**src/design/pnlr_pkg.sv**
```systemverilog
// ----------------------------------------------------------------------------
// pnlr_pkg
// Shared types and fixed widths of the packed-nibble line rasterizer.
// ----------------------------------------------------------------------------
package pnlr_pkg;

    localparam int X_W     = 8;
    localparam int Y_W     = 7;
    localparam int COLOR_W = 4;
    localparam int BA_W    = 14;
    localparam int REQ_W   = 2;
    localparam int D2_W    = X_W + 1;
    localparam int ERR_W   = D2_W + 3;
    localparam int IN_W    = 48;
    localparam int OUT_W   = 16;

    typedef enum logic [REQ_W-1:0] {
        REQ_DRAW  = 2'd0,
        REQ_READ  = 2'd1,
        REQ_CLEAR = 2'd2,
        REQ_NONE  = 2'd3
    } req_t;

    // Input beat payload, last field (start_x) in the lowest bits.
    typedef struct packed {
        logic [BA_W-1:0]    byte_addr;
        logic [COLOR_W-1:0] color;
        logic [Y_W-1:0]     end_y;
        logic [X_W-1:0]     end_x;
        logic [Y_W-1:0]     start_y;
        logic [X_W-1:0]     start_x;
    } req_fields_t;

    // Current pixel position and error term.
    typedef struct packed {
        logic [X_W-1:0]          x;
        logic [Y_W-1:0]          y;
        logic signed [ERR_W-1:0] err;
    } bres_pos_t;

    // Per-line constants of the stepper.
    typedef struct packed {
        logic            xmaj;
        logic            x_dec;
        logic            y_dec;
        logic [D2_W-1:0] d_maj2;
        logic [D2_W-1:0] d_min2;
        logic [X_W-1:0]  end_x;
        logic [Y_W-1:0]  end_y;
    } bres_ctl_t;

endpackage

```
**src/design/pnlr_bres_step.sv**
```systemverilog
// ----------------------------------------------------------------------------
// pnlr_bres_step
// One Bresenham step: next position and error term, plus end-of-line detect.
// ----------------------------------------------------------------------------
module pnlr_bres_step (
    input  pnlr_pkg::bres_ctl_t ctl,
    input  pnlr_pkg::bres_pos_t cur,
    output pnlr_pkg::bres_pos_t nxt,
    output logic                at_end
);
    import pnlr_pkg::*;

    logic                    minor_step;
    logic signed [ERR_W-1:0] e_adj;
    logic [X_W-1:0]          x_inc;
    logic [Y_W-1:0]          y_inc;

    always_comb begin
        minor_step = !cur.err[ERR_W-1];
        e_adj      = minor_step ? cur.err - $signed(ERR_W'(ctl.d_maj2)) : cur.err;
        nxt.err    = e_adj + $signed(ERR_W'(ctl.d_min2));
        x_inc      = ctl.x_dec ? cur.x - X_W'(1) : cur.x + X_W'(1);
        y_inc      = ctl.y_dec ? cur.y - Y_W'(1) : cur.y + Y_W'(1);
        nxt.x      = (ctl.xmaj || minor_step) ? x_inc : cur.x;
        nxt.y      = (!ctl.xmaj || minor_step) ? y_inc : cur.y;
        at_end     = ctl.xmaj ? (cur.x == ctl.end_x) : (cur.y == ctl.end_y);
    end

endmodule

```
**config.mk**
```make
export PLATFORM = sky130hd
export DESIGN_NAME = pnlr_bres_step
export DESIGN_NICKNAME = d
export VERILOG_FILES = /design/src/design/pnlr_pkg.sv /design/src/design/pnlr_bres_step.sv
export SDC_FILE = /design/constraint.sdc
export NUM_CORES = 1
export LEC_CHECK = 0
export ABC_AREA = 1
export CAP_MARGIN = 20
export CORE_ASPECT_RATIO = 1.5
export CORE_MARGIN = 2
export CORE_UTILIZATION = 69
export DETAILED_ROUTE_END_ITERATION = 6
export DONT_BUFFER_PORTS = 1
export GPL_TIMING_DRIVEN = 0
export PLACE_DENSITY = 0.92
export SLEW_MARGIN = 20
export SYNTH_ARGS = -nofsm -noshare
export SYNTH_HDL_FRONTEND = slang
export SYNTH_SLANG_ARGS = --single-unit
```
**constraint.sdc**
```tcl
create_clock -name vclk -period 4.1
set_input_delay 0.615 -clock vclk [all_inputs]
set_output_delay 0.615 -clock vclk [all_outputs]
set_load 0.01 [all_outputs]
```
== Word-level counts from Yosys, hierarchy flattened ==
Cells that the tools add are included.

* Multiplexer cells: 6
* Equal/unequal tests: 2
* Reduce and logical (&&, ||, !) cells: 4
* Add/subtract/negate cells: 6

{| class="wikitable"
|+ Operators with widths
! cell !! number
|-
| $mux 8 || 2
|-
| $mux 7 || 2
|-
| $add 12x10->12 || 1
|-
| $mux 12 || 1
|-
| $sub 12x10->12 || 1
|-
| $add 8x1->8 const B || 1
|-
| $eq 8x8->1 || 1
|-
| $sub 8x1->8 const B || 1
|-
| $add 7x1->7 const B || 1
|-
| $eq 7x7->1 || 1
|-
| $sub 7x1->7 const B || 1
|-
| $logic_not 1->1 || 2
|-
| $logic_or 1x1->1 || 2
|-
| $mux 1 || 1
|}

* Register bits: 0
* Input port bits: 63

== Depth between registers and ports, before layout ==
* Word-level depth: 3
* Mapped depth: 19

== Worst setup path after synthesis ==
OpenSTA, ideal clock, no wires.

* Kind: input port to output port
* From: input port cur[0] (netlist bit)
* To: output port nxt[9] (netlist bit)
* Data required time: 3485 ps
* Buffers on the path: 0
* Setup slack: 702 ps
* Arrival time: 2783 ps
* Cell stages on the path: 16
* Path through: inv_1 > ha_1 > inv_1 > fa_1 > nand2_1 > nand3_2 > a31oi_1 > nand2_1 > nand2_1 > o21ai_1 > ha_1 > nand2_1 > nor2_1 > nand3_1 > o2111ai_1 > xor2_1

{| class="wikitable"
|+ RTL lines
! what !! line !! RTL
|-
| start, declared || pnlr_bres_step.sv:7 || <nowiki>input pnlr_pkg::bres_pos_t cur,</nowiki>
|-
| end, declared || pnlr_bres_step.sv:8 || <nowiki>output pnlr_pkg::bres_pos_t nxt,</nowiki>
|}

==> flow_summary.toml <==
[worst_setup_path]
critPathKind = "input pin to primary output"
crit_required_ps = 3480
crit_arrival_ps = 3090
start_kind = "input pin"
worst-path-max-fanout = 4
critPathCaptureType = "primary output"

[route]
first_pass_iters = 4
drt_iter0_markers = 36
num_vias = 2049
avgRoutedWirePerCell_um = 12.04
wl_mm = 4.370
routed_via_density = 5.645
ant_nets = 0
route.detailed.drc = 0

[layout]
seq_area_sq_um = 0
clkbuf_count = 0
design.seq.count = 0
multi_input_area_sq_um = 1730
area_growth_pct = 2.384
diodes = 0
final_cell_area_sq_um = 1988
final_util_pct = 74.29
nFillCells = 233
drive_above_1_share_pct = 5.828
fin_nets = 427

[synth]
synthTopCellsByArea = "ha_1 21%, nand2_1 16%, xor2_1 11%"
synth_warnings = 0
syn_area_per_cell_sq_um = 5.957
syn-instance-count = 326
syn_area_sq_um = 1942
synth_top_area_cell = "ha_1"
synthDistinctLibCells = 31
syn_nets = 425
post-synth-top-area-fraction_pct = 20.62
ys_seq_area_share_pct = 0

[pwr]
power_uw = 333.5
p_leak_nw = 1.129
peakVddDrop_mv = 0.08509
p_per_area_nw_per_um2 = 167.8

[timing]
fmax_mhz = 270.0
period_needed_ps = 3703
rsz0062_at_grt = "no"
tns_ps = 0
worst_slew_pin_slew_ps = 421.6
whs_ps = 1321
hold_viol_final = 0
slew_headroom_pct = 71.66
setup_violations = 0
slew_violations = 0
finalCritPeriodShare_pct = 90.33

[floorplan]
fp-row-count = 23
coreArea_sq_um = 2676
die_area_sq_um = 3264
start_util_pct = 72.56
num_io_pins = 91
die_h_um = 68.98
die_w_um = 47.32

[hold_path]
whs_path_depth = 1
min_path_type = "input pin to primary output"

[global_routing]
grt_first_pass_wirelength_mm = 6.720
grt-ovfl-total = 0
grt_max_degree = 11
met2_usage_pct = 54.90
grt_pass1_vias = 1869
met1_usage_pct = 25.47
busiest_layer = "met2"
grt_use_met3_pct = 3.906
grt_antenna_before_repair = 0
grt.total_usage_pct = 26.35

[placed_design]
port_buffers = 0
place_congestion = 0.8449
dp_hpwl_mm = 3.915
dpl-instance-area_sq_um = 1988

[run_status]
status = "finished, final reports clean"

[clock_network]
ctsResizeCount = 0
cts_setup_buffers = 0
cts_hold_buffers = 0

[flow_run]
drv_cap = 0
cell usage in the layout (no fill, tap or decap), types with 2 or more instances in the layout:
| master | count |
|---|---|
| a21o_1 | 3 |
| a21oi_1 | 22 |
| a21oi_2 | 2 |
| a31oi_1 | 2 |
| buf_2 | 3 |
| fa_1 | 4 |
| ha_1 | 32 |
| inv_1 | 50 |
| nand2_1 | 85 |
| nand2_2 | 5 |
| nand3_1 | 23 |
| nand3_2 | 3 |
| nand4_1 | 4 |
| nor2_1 | 20 |
| o21ai_0 | 12 |
| o21ai_1 | 8 |
| o22ai_1 | 3 |
| xnor2_1 | 8 |
| xor2_1 | 25 |
final cells by class:
class,instances,share of cell area (%)
Buffer,3,0.7552
Tap cell,37,2.329
Inverter,52,9.880
Multi-Input combinational cell,271,87.04
final timing paths:
kind,start,end,slack [ps]
max,cur[0],nxt[9],400
min,cur[12],nxt[12],1320
kinds of logic (layout without fill, tap and decap cells):
logic type / after synthesis / after routing / synth area share, %
AO/OA/AOI/OAI: 56 / 56 / 16.17
buffers and inverters: 55 / 55 / 10.89
XOR/XNOR: 33 / 33 / 14.88
adder cells (fa/ha/maj): 36 / 36 / 24.74
AND/OR/NAND/NOR: 146 / 146 / 33.31
metal layers:
| metal | vias up | wire length, um |
|---|---|---|
| met5 | - | 0 |
| met4 | 0 | 42 |
| met3 | 4 | 289 |
| met2 | 63 | 2469 |
| met1 | 915 | 1568 |
| li1 | 1067 | - |
synth_stat cells, types with 2 or more instances:
library cell	number
nand2_1	85
inv_1	50
ha_1	32
xor2_1	25
nand3_1	23
a21oi_1	22
nor2_1	20
o21ai_0	12
o21ai_1	8
xnor2_1	8
nand2_2	5
fa_1	4
nand4_1	4
a21o_1	3
buf_2	3
nand3_2	3
o22ai_1	3
a21oi_2	2
a31oi_1	2
worst max-delay path, stage by stage:
cell and delay, ps:
inv_1 50, ha_1 140, inv_1 60, fa_1 430
nand2_1 110, nand3_2 110, a31oi_1 200, nor2_1 60
o21ai_1 180, ha_1 300, nand2_1 110, nor2_1 60
o21ai_0 80, o2111ai_1 250, xor2_1 330
power by group:
| group | internal (mW) | leakage, nW | total [mW] | switching, mW |
|---|---|---|---|---|
| Sequential | 0 | 0 | 0 | 0 |
| Combinational | 0.124 | 1.13 | 0.334 | 0.210 |
| Clock | 0 | 0 | 0 | 0 |
| Total | 0.124 | 1.13 | 0.334 | 0.210 |
through the flow:
step	worst slack, ps	std cells
3_3_place_gp	445.1	363
5_1_grt	140.0	363
4_1_cts	412.9	363
2_1_floorplan	702.0	326
3_5_place_dp	414.4	363
6_report	396.6	363
No activity file was read; power rests on OpenSTA's default activity.
